--- config.mk ---
export PLATFORM = sky130hd
export DESIGN_NAME = moving_average_filter_core
export DESIGN_NICKNAME = d
export VERILOG_FILES = /design/src/design/maf_pkg.sv /design/src/design/maf_ram.sv /design/src/design/maf_div.sv /design/src/design/moving_average_filter_core.sv
export VERILOG_INCLUDE_DIRS = /design/src /design/src/design
export SDC_FILE = /design/constraint.sdc
export NUM_CORES = 1
export LEC_CHECK = 0
export ABC_AREA = 0
export BUFFER_PORTS_ARGS = -buffer_cell sky130_fd_sc_hd__buf_4
export CORE_MARGIN = 2
export CORE_UTILIZATION = 45
export DETAILED_ROUTE_END_ITERATION = 6
export PLACE_DENSITY = 0.71
export SLEW_MARGIN = 0
export SYNTH_ARGS = -nofsm -noshare
export SYNTH_HDL_FRONTEND = slang
export SYNTH_SLANG_ARGS = --single-unit
--- constraint.sdc ---
create_clock -name i_clk -period 3.16 [get_ports i_clk]
set_input_delay 0.632 -clock i_clk [delete_from_list [all_inputs] [get_ports i_clk]]
set_output_delay 0.632 -clock i_clk [all_outputs]
set_load 0.01 [all_outputs]
--- src/design/moving_average_filter_core_defines.svh ---
// ----------------------------------------------------------------------------
// Moving average filter assertion macros
// Concurrent assertion wrappers that are compiled out for synthesis.
// ----------------------------------------------------------------------------
`ifndef MOVING_AVERAGE_FILTER_CORE_DEFINES_SVH
`define MOVING_AVERAGE_FILTER_CORE_DEFINES_SVH

`ifndef SYNTHESIS
// Property that must hold at every clock edge outside reset.
`define MAF_ASSERT(lbl, clk, rst_n, prop) \
    lbl: assert property (@(posedge clk) disable iff (!rst_n) (prop)) \
        else $error("moving average filter: assertion failed");
// Antecedent in one cycle implies consequent in the next.
`define MAF_ASSERT_NEXT(lbl, clk, rst_n, ante, cons) \
    lbl: assert property (@(posedge clk) disable iff (!rst_n) (ante) |=> (cons)) \
        else $error("moving average filter: sequence check failed");
`else
`define MAF_ASSERT(lbl, clk, rst_n, prop)
`define MAF_ASSERT_NEXT(lbl, clk, rst_n, ante, cons)
`endif

`endif

--- src/design/maf_pkg.sv ---
// ----------------------------------------------------------------------------
// Moving average filter package
// Fixed widths, register map and reset values shared by the filter modules.
// ----------------------------------------------------------------------------
package maf_pkg;

    // Width of the window length register and of the divisor.
    localparam int LEN_W = 5;
    // Result format: signed Q.8 in 24 bits.
    localparam int OUT_BITS = 24;
    localparam int Q_FRAC_BITS = 8;

    // Register port.
    localparam int APB_ADDR_W = 3;
    localparam int APB_DATA_W = 32;
    localparam logic [0:0] REG_WINDOW_LEN = 1'b0;

    localparam logic [LEN_W-1:0] WINDOW_LEN_RESET = 5'd4;

endpackage

--- src/design/maf_ram.sv ---
// ----------------------------------------------------------------------------
// Generic simple dual-port RAM
// One write port and one read port with a registered read, no reset.
// ----------------------------------------------------------------------------
module maf_ram #(
    parameter int WIDTH = 16,
    parameter int DEPTH = 16
) (
    input  logic                                 i_clk,
    input  logic                                 i_wr_en,
    input  logic [(DEPTH > 1 ? $clog2(DEPTH) : 1)-1:0] i_wr_addr,
    input  logic [WIDTH-1:0]                     i_wr_data,
    input  logic                                 i_rd_en,
    input  logic [(DEPTH > 1 ? $clog2(DEPTH) : 1)-1:0] i_rd_addr,
    output logic [WIDTH-1:0]                     o_rd_data
);

    logic [WIDTH-1:0] r_mem [DEPTH];
    logic [WIDTH-1:0] r_rd_data;

    always_ff @(posedge i_clk) begin
        if (i_wr_en) begin
            r_mem[i_wr_addr] <= i_wr_data;
        end
        if (i_rd_en) begin
            r_rd_data <= r_mem[i_rd_addr];
        end
    end

    assign o_rd_data = r_rd_data;

endmodule

--- src/design/maf_div.sv ---
// ----------------------------------------------------------------------------
// Moving average filter divider
// Restoring unsigned divider, one quotient bit per cycle, small divisor.
// ----------------------------------------------------------------------------
module maf_div
    import maf_pkg::*;
#(
    parameter int DIV_W = 29
) (
    input  logic             i_clk,
    input  logic             i_rst_n,
    input  logic             i_start,
    input  logic [DIV_W-1:0] i_dividend,
    input  logic [LEN_W-1:0] i_divisor,
    output logic             o_done,
    output logic [DIV_W-1:0] o_quotient
);

    localparam int CNT_W = $clog2(DIV_W + 1);

    logic [DIV_W-1:0] r_quo;
    logic [LEN_W-1:0] r_rem;
    logic [LEN_W-1:0] r_div;
    logic [CNT_W-1:0] r_cnt;
    logic             r_busy;
    logic             r_done;

    logic [LEN_W:0]   rem_sh;
    logic [LEN_W:0]   rem_diff;
    logic             ge;

    // The remainder stays below the divisor, so the shifted value fits in
    // one extra bit and the difference fits back into the remainder.
    assign rem_sh   = {r_rem, r_quo[DIV_W-1]};
    assign rem_diff = rem_sh - {1'b0, r_div};
    assign ge       = (rem_sh >= {1'b0, r_div});

    always_ff @(posedge i_clk) begin
        if (!i_rst_n) begin
            r_busy <= 1'b0;
            r_done <= 1'b0;
            r_cnt  <= '0;
        end else begin
            r_done <= 1'b0;
            if (i_start) begin
                r_busy <= 1'b1;
                r_cnt  <= CNT_W'(DIV_W);
            end else if (r_busy) begin
                r_cnt <= r_cnt - 1'b1;
                if (r_cnt == CNT_W'(1)) begin
                    r_busy <= 1'b0;
                    r_done <= 1'b1;
                end
            end
        end
    end

    always_ff @(posedge i_clk) begin
        if (i_start) begin
            r_quo <= i_dividend;
            r_rem <= '0;
            r_div <= i_divisor;
        end else if (r_busy) begin
            r_quo <= {r_quo[DIV_W-2:0], ge};
            r_rem <= ge ? rem_diff[LEN_W-1:0] : rem_sh[LEN_W-1:0];
        end
    end

    assign o_done     = r_done;
    assign o_quotient = r_quo;

endmodule

--- src/design/moving_average_filter_core.sv ---
// ----------------------------------------------------------------------------
// Moving average filter core
// Sliding-window average of signed samples, result in signed Q.8.
// ----------------------------------------------------------------------------
// Each transfer on the input channel carries one sample. The last window_len
// samples sit in a small RAM ring next to a running sum. While the window is
// filling, a sample yields no result; the sample that fills it and every later
// one yields one average, (sum * 256) / window_len truncated toward zero, in
// these steps: accept the sample, read the oldest sample from the ring and
// update the sum, launch the division, run the bit-serial divider, and hand
// the result to the output register. A finished result waits in the output
// register while the next sample is already taken. A write to window_len
// restarts the fill from empty.
// ----------------------------------------------------------------------------
`include "moving_average_filter_core_defines.svh"

module moving_average_filter_core
    import maf_pkg::*;
#(
    parameter int WINDOW_MAX  = 16,
    parameter int SAMPLE_BITS = 16
) (
    input  logic                          i_clk,
    input  logic                          i_rst_n,
    // Sample channel
    input  logic                          i_in_valid,
    output logic                          o_in_stall,
    input  logic signed [SAMPLE_BITS-1:0] i_sample,
    // Result channel
    output logic                          o_out_valid,
    input  logic                          i_out_stall,
    output logic signed [OUT_BITS-1:0]    o_average_q8,
    // Register port
    input  logic                          psel,
    input  logic                          penable,
    input  logic                          pwrite,
    input  logic [APB_ADDR_W-1:0]         paddr,
    input  logic [APB_DATA_W-1:0]         pwdata,
    output logic [APB_DATA_W-1:0]         prdata,
    output logic                          pready
);

    localparam int PTR_W = (WINDOW_MAX > 1) ? $clog2(WINDOW_MAX) : 1;
    // Up to 31 samples can be summed.
    localparam int SUM_W = SAMPLE_BITS + LEN_W;
    localparam int DIV_W = SUM_W + Q_FRAC_BITS;
    localparam int EXT_W = ((DIV_W > OUT_BITS) ? DIV_W : OUT_BITS) + 1;

    typedef enum logic [2:0] {
        ST_IDLE,
        ST_READ,
        ST_START,
        ST_DIV,
        ST_OUT
    } t_state;

    t_state                  r_state, n_state;
    logic [LEN_W-1:0]        r_window_len;
    logic [PTR_W-1:0]        r_wp, n_wp;
    logic [LEN_W-1:0]        r_fill, n_fill;
    logic signed [SUM_W-1:0] r_sum, n_sum;
    logic [PTR_W-1:0]        r_slot;
    logic [SAMPLE_BITS-1:0]  r_sample;
    logic                    r_neg;
    logic [OUT_BITS-1:0]     r_res, n_res;
    logic                    r_out_valid, n_out_valid;
    logic [OUT_BITS-1:0]     r_out;

    logic                    cfg_wr;
    logic                    in_xfer;
    logic                    out_free;
    logic [LEN_W-1:0]        eff_len;
    logic [PTR_W-1:0]        slot;
    logic [PTR_W-1:0]        next_ptr;
    logic                    full;
    logic [SAMPLE_BITS-1:0]  ram_rd_data;
    logic signed [SUM_W-1:0] old_ext;
    logic signed [SUM_W-1:0] new_ext;
    logic signed [DIV_W-1:0] scaled;
    logic [DIV_W-1:0]        dividend;
    logic                    div_done;
    logic [DIV_W-1:0]        quotient;
    logic [EXT_W-1:0]        q_ext;

    // ------------------------------------------------------------------
    // Register port
    // ------------------------------------------------------------------
    assign cfg_wr = psel && penable && pwrite && pready
                    && (paddr[APB_ADDR_W-1:2] == REG_WINDOW_LEN);
    assign pready = 1'b1;
    assign prdata = (paddr[APB_ADDR_W-1:2] == REG_WINDOW_LEN)
                    ? APB_DATA_W'(r_window_len) : '0;

    always_ff @(posedge i_clk) begin
        if (!i_rst_n) begin
            r_window_len <= WINDOW_LEN_RESET;
        end else if (cfg_wr) begin
            r_window_len <= pwdata[LEN_W-1:0];
        end
    end

    // A length of zero acts as one; anything above the ring depth saturates.
    always_comb begin
        if (r_window_len == '0) begin
            eff_len = LEN_W'(1);
        end else if (32'(r_window_len) > 32'(WINDOW_MAX)) begin
            eff_len = LEN_W'(WINDOW_MAX);
        end else begin
            eff_len = r_window_len;
        end
    end

    // ------------------------------------------------------------------
    // Ring addressing
    // ------------------------------------------------------------------
    assign slot     = (32'(r_wp) >= 32'(eff_len)) ? '0 : r_wp;
    assign next_ptr = (32'(r_slot) + 32'd1 >= 32'(eff_len))
                      ? '0 : PTR_W'(32'(r_slot) + 32'd1);
    assign full     = (r_fill >= eff_len);

    assign in_xfer  = i_in_valid && !o_in_stall;
    assign o_in_stall = (r_state != ST_IDLE);

    maf_ram #(
        .WIDTH (SAMPLE_BITS),
        .DEPTH (WINDOW_MAX)
    ) u_ring (
        .i_clk     (i_clk),
        .i_wr_en   (r_state == ST_READ),
        .i_wr_addr (r_slot),
        .i_wr_data (r_sample),
        .i_rd_en   (in_xfer),
        .i_rd_addr (slot),
        .o_rd_data (ram_rd_data)
    );

    assign old_ext = {{(SUM_W-SAMPLE_BITS){ram_rd_data[SAMPLE_BITS-1]}}, ram_rd_data};
    assign new_ext = {{(SUM_W-SAMPLE_BITS){r_sample[SAMPLE_BITS-1]}}, r_sample};

    // ------------------------------------------------------------------
    // Division of the scaled sum by the window length
    // ------------------------------------------------------------------
    assign scaled   = {r_sum, {Q_FRAC_BITS{1'b0}}};
    assign dividend = scaled[DIV_W-1] ? DIV_W'(-scaled) : DIV_W'(scaled);

    maf_div #(
        .DIV_W (DIV_W)
    ) u_div (
        .i_clk      (i_clk),
        .i_rst_n    (i_rst_n),
        .i_start    (r_state == ST_START),
        .i_dividend (dividend),
        .i_divisor  (eff_len),
        .o_done     (div_done),
        .o_quotient (quotient)
    );

    assign q_ext = EXT_W'(quotient);

    // Saturate the magnitude to the signed output range, then apply the sign.
    always_comb begin
        if (r_neg) begin
            if (q_ext > EXT_W'(2 ** (OUT_BITS - 1))) begin
                n_res = {1'b1, {(OUT_BITS-1){1'b0}}};
            end else begin
                n_res = OUT_BITS'(-q_ext);
            end
        end else begin
            if (q_ext > EXT_W'(2 ** (OUT_BITS - 1) - 1)) begin
                n_res = {1'b0, {(OUT_BITS-1){1'b1}}};
            end else begin
                n_res = OUT_BITS'(q_ext);
            end
        end
    end

    // ------------------------------------------------------------------
    // Sequencer
    // ------------------------------------------------------------------
    assign out_free = !r_out_valid || !i_out_stall;

    always_comb begin
        n_state     = r_state;
        n_wp        = r_wp;
        n_fill      = r_fill;
        n_sum       = r_sum;
        n_out_valid = r_out_valid && i_out_stall;
        case (r_state)
            ST_IDLE: begin
                if (in_xfer) begin
                    n_state = ST_READ;
                end
            end
            ST_READ: begin
                // The oldest sample leaves the sum only once the window is full.
                if (full) begin
                    n_sum   = r_sum - old_ext + new_ext;
                    n_state = ST_START;
                end else begin
                    n_sum   = r_sum + new_ext;
                    n_fill  = r_fill + 1'b1;
                    n_state = (r_fill + 1'b1 >= eff_len) ? ST_START : ST_IDLE;
                end
                n_wp = next_ptr;
            end
            ST_START: begin
                n_state = ST_DIV;
            end
            ST_DIV: begin
                if (div_done) begin
                    n_state = ST_OUT;
                end
            end
            ST_OUT: begin
                if (out_free) begin
                    n_out_valid = 1'b1;
                    n_state     = ST_IDLE;
                end
            end
            default: begin
                n_state = ST_IDLE;
            end
        endcase
        if (cfg_wr) begin
            n_wp   = '0;
            n_fill = '0;
            n_sum  = '0;
        end
    end

    always_ff @(posedge i_clk) begin
        if (!i_rst_n) begin
            r_state     <= ST_IDLE;
            r_wp        <= '0;
            r_fill      <= '0;
            r_sum       <= '0;
            r_out_valid <= 1'b0;
        end else begin
            r_state     <= n_state;
            r_wp        <= n_wp;
            r_fill      <= n_fill;
            r_sum       <= n_sum;
            r_out_valid <= n_out_valid;
        end
    end

    always_ff @(posedge i_clk) begin
        if (in_xfer) begin
            r_sample <= i_sample;
            r_slot   <= slot;
        end
        if (r_state == ST_START) begin
            r_neg <= r_sum[SUM_W-1];
        end
        if (r_state == ST_DIV && div_done) begin
            r_res <= n_res;
        end
        if (r_state == ST_OUT && out_free) begin
            r_out <= r_res;
        end
    end

    assign o_out_valid  = r_out_valid;
    assign o_average_q8 = r_out;

    // ------------------------------------------------------------------
    // Assertions
    // ------------------------------------------------------------------
    `MAF_ASSERT(a_fill_bounded, i_clk, i_rst_n, r_fill <= eff_len)
    `MAF_ASSERT(a_ptr_bounded, i_clk, i_rst_n, 32'(r_wp) < 32'(eff_len))
    `MAF_ASSERT(a_div_done_in_div, i_clk, i_rst_n, !div_done || (r_state == ST_DIV))
    `MAF_ASSERT_NEXT(a_xfer_reads_ring, i_clk, i_rst_n, in_xfer, r_state == ST_READ)

endmodule
==> After elaboration in Yosys (flattened, before gate mapping) <==
Memory sizes are Yosys's and may differ from the RTL's. A register that Yosys moved wholly into a read port is not among the register bits.
Index checks and enable logic that the tools add are counted.
W data, S select, Z words.
{ "op_classes": {"reduce_logical": 20, "n_lt_le_gt_ge": 8, "eq_ne": 8, "add_sub_neg": 9, "bitwise_logic": 4, "muxes": 29} }
{ "ops": {"columns": ["op", "n"], "rows": [
  ["$mux W29", 3],
  ["$mux W24", 3],
  ["$add A21 B16 Y21", 2],
  ["$ge A32 B5 Y1", 1],
  ["$mux W5", 6],
  ["$gt A29 B23 Y1 const B", 1],
  ["$gt A29 B24 Y1 const B", 1],
  ["$neg A29 Y29", 1],
  ["$neg A24 Y24", 1],
  ["$mux W21", 1],
  ["$sub A21 B16 Y21", 1],
  ["$pmux W3 S5", 1],
  ["$ge A5 B5 Y1", 2],
  ["$mux W3", 3],
  ["$mux W1", 8],
  ["$mux W4", 2],
  ["$logic_and A1 B1 Y1", 7],
  ["$eq A3 B2 Y1 const B", 2],
  ["$ge A6 B5 Y1", 1],
  ["$add A4 B1 Y5 const B", 1],
  ["$add A5 B1 Y5 const B", 1],
  ["$eq A5 B1 Y1 const B", 1],
  ["$ge A4 B5 Y1", 1],
  ["$gt A5 B5 Y1 const B", 1],
  ["18 further kinds", 26]
]} }
{ "totals": {"word_cells": 97, "n_memories": 1, "register_bits": 154, "ram_bits": 256, "out_inout_bits": 59, "inputBits": 58} }
{ "memory_table": {"columns": ["memory", "depth", "word_bits", "rd", "rd_ports_with_merged_regs", "write_ports", "line", "rtl"], "rows": [
  ["u_ring.r_mem", 16, 16, 1, 1, 1, "maf_ram.sv:18", "logic [WIDTH-1:0] r_mem [DEPTH];"]
]} }

==> Depth between registers and ports, before layout <==
{ "depth": {"ltp_word": 7, "mapped_depth": 16} }

==> Cells and area by module <==
Synthesis repeated with hierarchy kept, for this count alone.
{ "unflattened": {"cells_unflattened": 1519, "hier_area_um2": 20554.7} }
{ "by_module_without_submodules": {"columns": ["mod", "instances", "area_each_um2", "cells_per_inst", "seq_area_each_um2"], "rows": [
  ["maf_ram", 1, 10202.3, 432, 8167.8],
  ["moving_average_filter_core", 1, 8224.1, 927, 2852.7],
  ["maf_div", 1, 2128.3, 160, 1261.2]
]} }

==> Least setup slack after synthesis <==
No wires, ideal clock.
{ "synth_timing": {"path_kind": "register to register", "startpoint": "register r_sample[1]", "endpoint": "register r_sum[19]", "arrival_ns": 3.362, "path_buffers": 0, "required_time_ns": 3.074, "slack_ns": -0.287, "setup_ns": 0.086, "stages_incl_launch_ff": 14, "path_cell_list": "edfxtp_1 > inv_1 > fa_1 > inv_1 > ha_1 > a211oi_1 > o21ai_0 > nand2_1 > o311ai_0 > a211oi_1 > o21bai_1 > a21oi_1 > mux2_2 > a211oi_1"} }
{ "synth_between": {"elab_chain_len": 2, "elab_cells_between_ends": 3, "cone_classes": "add/sub: 2; mux: 1"} }
{ "synth_rtl": {"columns": ["element", "line", "rtl"], "rows": [
  ["from (decl)", "moving_average_filter_core.sv:63", "logic [SAMPLE_BITS-1:0] r_sample;"],
  ["from (signal assigned)", "moving_average_filter_core.sv:249", "r_sample <= i_sample;"],
  ["$add A21 B16 Y21 (on tied branches)", "moving_average_filter_core.sv:200, moving_average_filter_core.sv:197", null],
  ["$mux W21 *", "moving_average_filter_core.sv:196", "if (full) begin"],
  ["to (signal assigned)", "moving_average_filter_core.sv:242", "r_sum <= n_sum;"],
  ["to (decl)", "moving_average_filter_core.sv:61", "logic signed [SUM_W-1:0] r_sum, n_sum;"]
]} }
Mark *: on every way between the ends. The rest lies on a longest branch, timed or not.
A chain may end at the register's enable or synchronous reset.

==> Worst setup path in the final report <==
{ "layout_timing": {"startpoint": "register r_sample[1]", "endpoint": "register r_sum[20]"} }
Same word-level chain as after synthesis.

==> impl_results.md <==
- CTS Hold Bufs: 0
- MaxCap Viol Count: 0
- Synth unique cells: 75
- Cell family with most CP delay: compound AO/OA/AOI/OAI gates
- Worst slew pin tran: 1.06 ns
- Top Ports: 117
- Cts bufs inserted: 44
- Via-per-instance ratio: 5.60
- Critical path's slowest cell: fa_1
- CTS tree: built
- Initial antenna violation count: 1
- Worst IR drop on VDD: 0.535 mV
- Clock sink count: about 430
- Horiz. Die Dim: 220 um
- Area leader, netlist: edfxtp_1
- CORE AREA: between 40000 and 50000 sq um
- Max_slew headroom: 0.294
- Core Rows: 79
- Failing checks: setup timing
- Input/output buffers: 59
- Layout Cells excl Fill: 2648
- Power Density: 586 nW/um^2
- Ys Warns: 0
- Global-route wire length before repair: 77.5 mm
- Global Route Usage Sum: 0.205
- Sequential area share after synthesis: 0.584
- Status: finished, violations left
- CP required: 3.61 ns
- Final Skew: 0.0241 ns
- Largest net degree at the start of global routing: 75
- WP data arrival: 3.76 ns
- Post-Synthesis Cells: 1830
- Endpoints failing hold: 0
- Synthesized flop and latch total: about 430
- Initial DRC count: between 1000 and 1500
- Setup WS post-layout: -0.149 ns
- Fin crit period: around 3.3 ns
- RePlAce Congestion: 0.896
- CP endpoint kind: flip-flop
- Final net count: 2161
- DP HPWL: 34.2 mm
- Placed cell count: 2546
- DRC Markers: 0
- EDFF count, synth: 375
- Layout cells sized above 1: 0.174
- Detailed Route WL: 49.7 mm
- Crit-path cells: inv_2 -> fa_1 -> buf_6 -> fa_2 -> nor2b_4 -> o31a_1 -> o21a_1 -> o211ai_1 -> a31oi_4 -> a211oi_4 -> o21ai_2 -> xnor2_1 -> o211a_1
- Most common cell after layout, fill and taps aside: edfxtp_1
- Most used DFF post-synth: edfxtp_1
- Slowest cell delay on critical path: 0.59 ns
- Most frequent cells in the layout: edfxtp_1, nand2_1, buf_4
- Chip Height: 220 um
- Ys async rst share: 0
- ANT nets after route: 0
- GRT Residual Overflow: 0
- Setup crit start kind: flip-flop
- RSZ-0062 raised after global routing: yes
- Final core utilization: 0.536
- Vias: 14841
- Synthesized area per cell: 11.5 sq um
- Fin crit share: 1.05
- CP Max Fanout: 3
- Htree depth: 2
- Final setup vio count: 7
- Kind of critical path: reg2reg
- DRT Pass-1 Iters: 5
- Die ar.: roughly 48000 sq um
- Area share of the largest cell type after synthesis: 0.536
- Synth-to-layout area growth: 18.2%
- Clock-pin slew on the worst setup and hold paths: 0.06 ns
- Leakage: 0.00938 uW
- WP buf/inv: 2
- Number of fillers in the final layout: 3876
- Initial Util: 0.453
- Worst skew pair latency: 0.57 ns
- Fmax: 0.302 GHz
- Max-slew violations: 0
- Syn Std Cell Area: 21000 sq um
- DR WL/cell: 18.8 um
- Clock buffer depth: 3
- Ant. Diodes: 0
- Vias in the first global route: between 10000 and 15000
- Top post-synthesis cells by area: edfxtp_1, dfxtp_1, ha_1
- Hold WC Path Type: in2reg
- Root Buffer: clkbuf_16
## worst register-to-register path, stage by stage, from the launching register on
cell and delay [ns]:
edfxtp_1 0.37, inv_2 0.05, fa_1 0.59, buf_6 0.12, fa_2 0.24, nor2b_4 0.06
o31a_1 0.27, o21a_1 0.21, o211ai_1 0.31, a31oi_4 0.19, a211oi_4 0.34, o21ai_2 0.11
xnor2_1 0.13, o211a_1 0.20
## layout make-up
class | count | area [sq um] | share of cell area
flip-flops and latches | 426 | 12300 | 0.495
multi-input cells | 1200 | 8120 | 0.327
repair buffers | 211 | 1670 | 0.0674
clock buffers | 50 | 1120 | 0.0452
well taps | 607 | 759 | 0.0306
inverters | 123 | 464 | 0.0187
clock inverters | 31 | 399 | 0.0161
## worst paths after layout
| path | start | endpoint | slack (ns) | cells after the start |
|---|---|---|---|---|
| max | r_sample[1] | r_sum[20] | -0.15 | 13 |
| min | i_sample[11] | r_sample[11] | 0.25 | 1 |
| max reg2reg | r_sample[1] | r_sum[20] | -0.15 | 13 |
| min reg2reg | r_res[2] | o_average_q8[2] | 0.42 | 0 |
## power breakdown
group          total [uW]  internal (uW)  leakage [uW]  switching, uW
clock                5440           3240      0.000726           2200
sequential           6430           6310       0.00382            119
combinational        2680           1160       0.00484           1520
## per-stage QoR
step                      total power [uW]  TNS (ns)  hold WS, ns  area, sq um  setup WS [ns]
after floorplan                       8180         0        0.400        21200        0.00532
after global placement                8860    -0.656        0.400        22900         -0.182
final                                14500    -0.512        0.249        24800         -0.149
after detailed placement              8940     -1.40        0.405        22900         -0.273
after global routing                 15100     -1.40        0.231        24800         -0.253
after CTS                            14500    -0.166        0.233        24600        -0.0905
## layer usage
metal,global-route usage,vias to the layer above,part of all wire
li1,-,7024,-
met4,0.0671,0,0.029
met5,0,-,0
met3,0.0280,113,0.071
met2,0.352,547,0.49
met1,0.269,7157,0.41
## what timing repair did
item | in CTS | in global routing
gates cloned | 0 | 1
setup buffers | 13 | 8
resized for setup | 18 | 51
setup endpoints to repair | 7 | 26
pin swaps | 18 | 22
## cell families after synthesis
kind of cell               synth area share
xor gates and xnor gates             0.0263
buffers and inverters                0.0475
DFF                                   0.584
and+or+nand+nor                       0.126
muxes                                0.0205
other                              0.000357
AOI/OAI and AO/OA                     0.129
adders and majority gates            0.0656
## cell usage after synthesis, types with 20 or more instances
master    number
a211oi_1      42
a21o_1        24
a21oi_1       89
a31oi_1       21
and2_1        27
buf_4         28
clkbuf_1      67
dfxtp_1       51
edfxtp_1     375
fa_1          22
ha_1          75
inv_1        119
mux2i_1       42
nand2_1      212
nand3_1       63
nand4_1       30
nor2_1        98
nor2b_1       30
nor3_1        22
o211ai_1      20
o21ai_0      112
xnor2_1       51
## flip-flops by register name (all words and copies together) (netlist names), 5 cells and up
| name | cells |
|---|---|
| u_ring.r_mem | 256 |
| r_sample | 16 |
| u_ring.o_rd_data | 16 |
| o_average_q8 | 24 |
| u_div.r_rem | 5 |
| r_fill | 5 |
| r_res | 24 |
| u_div.r_cnt | 5 |
| r_sum | 21 |
| u_div.o_quotient | 29 |
| r_window_len | 5 |
| u_div.r_div | 5 |
Note: power is estimated with default switching activity, not from simulation.
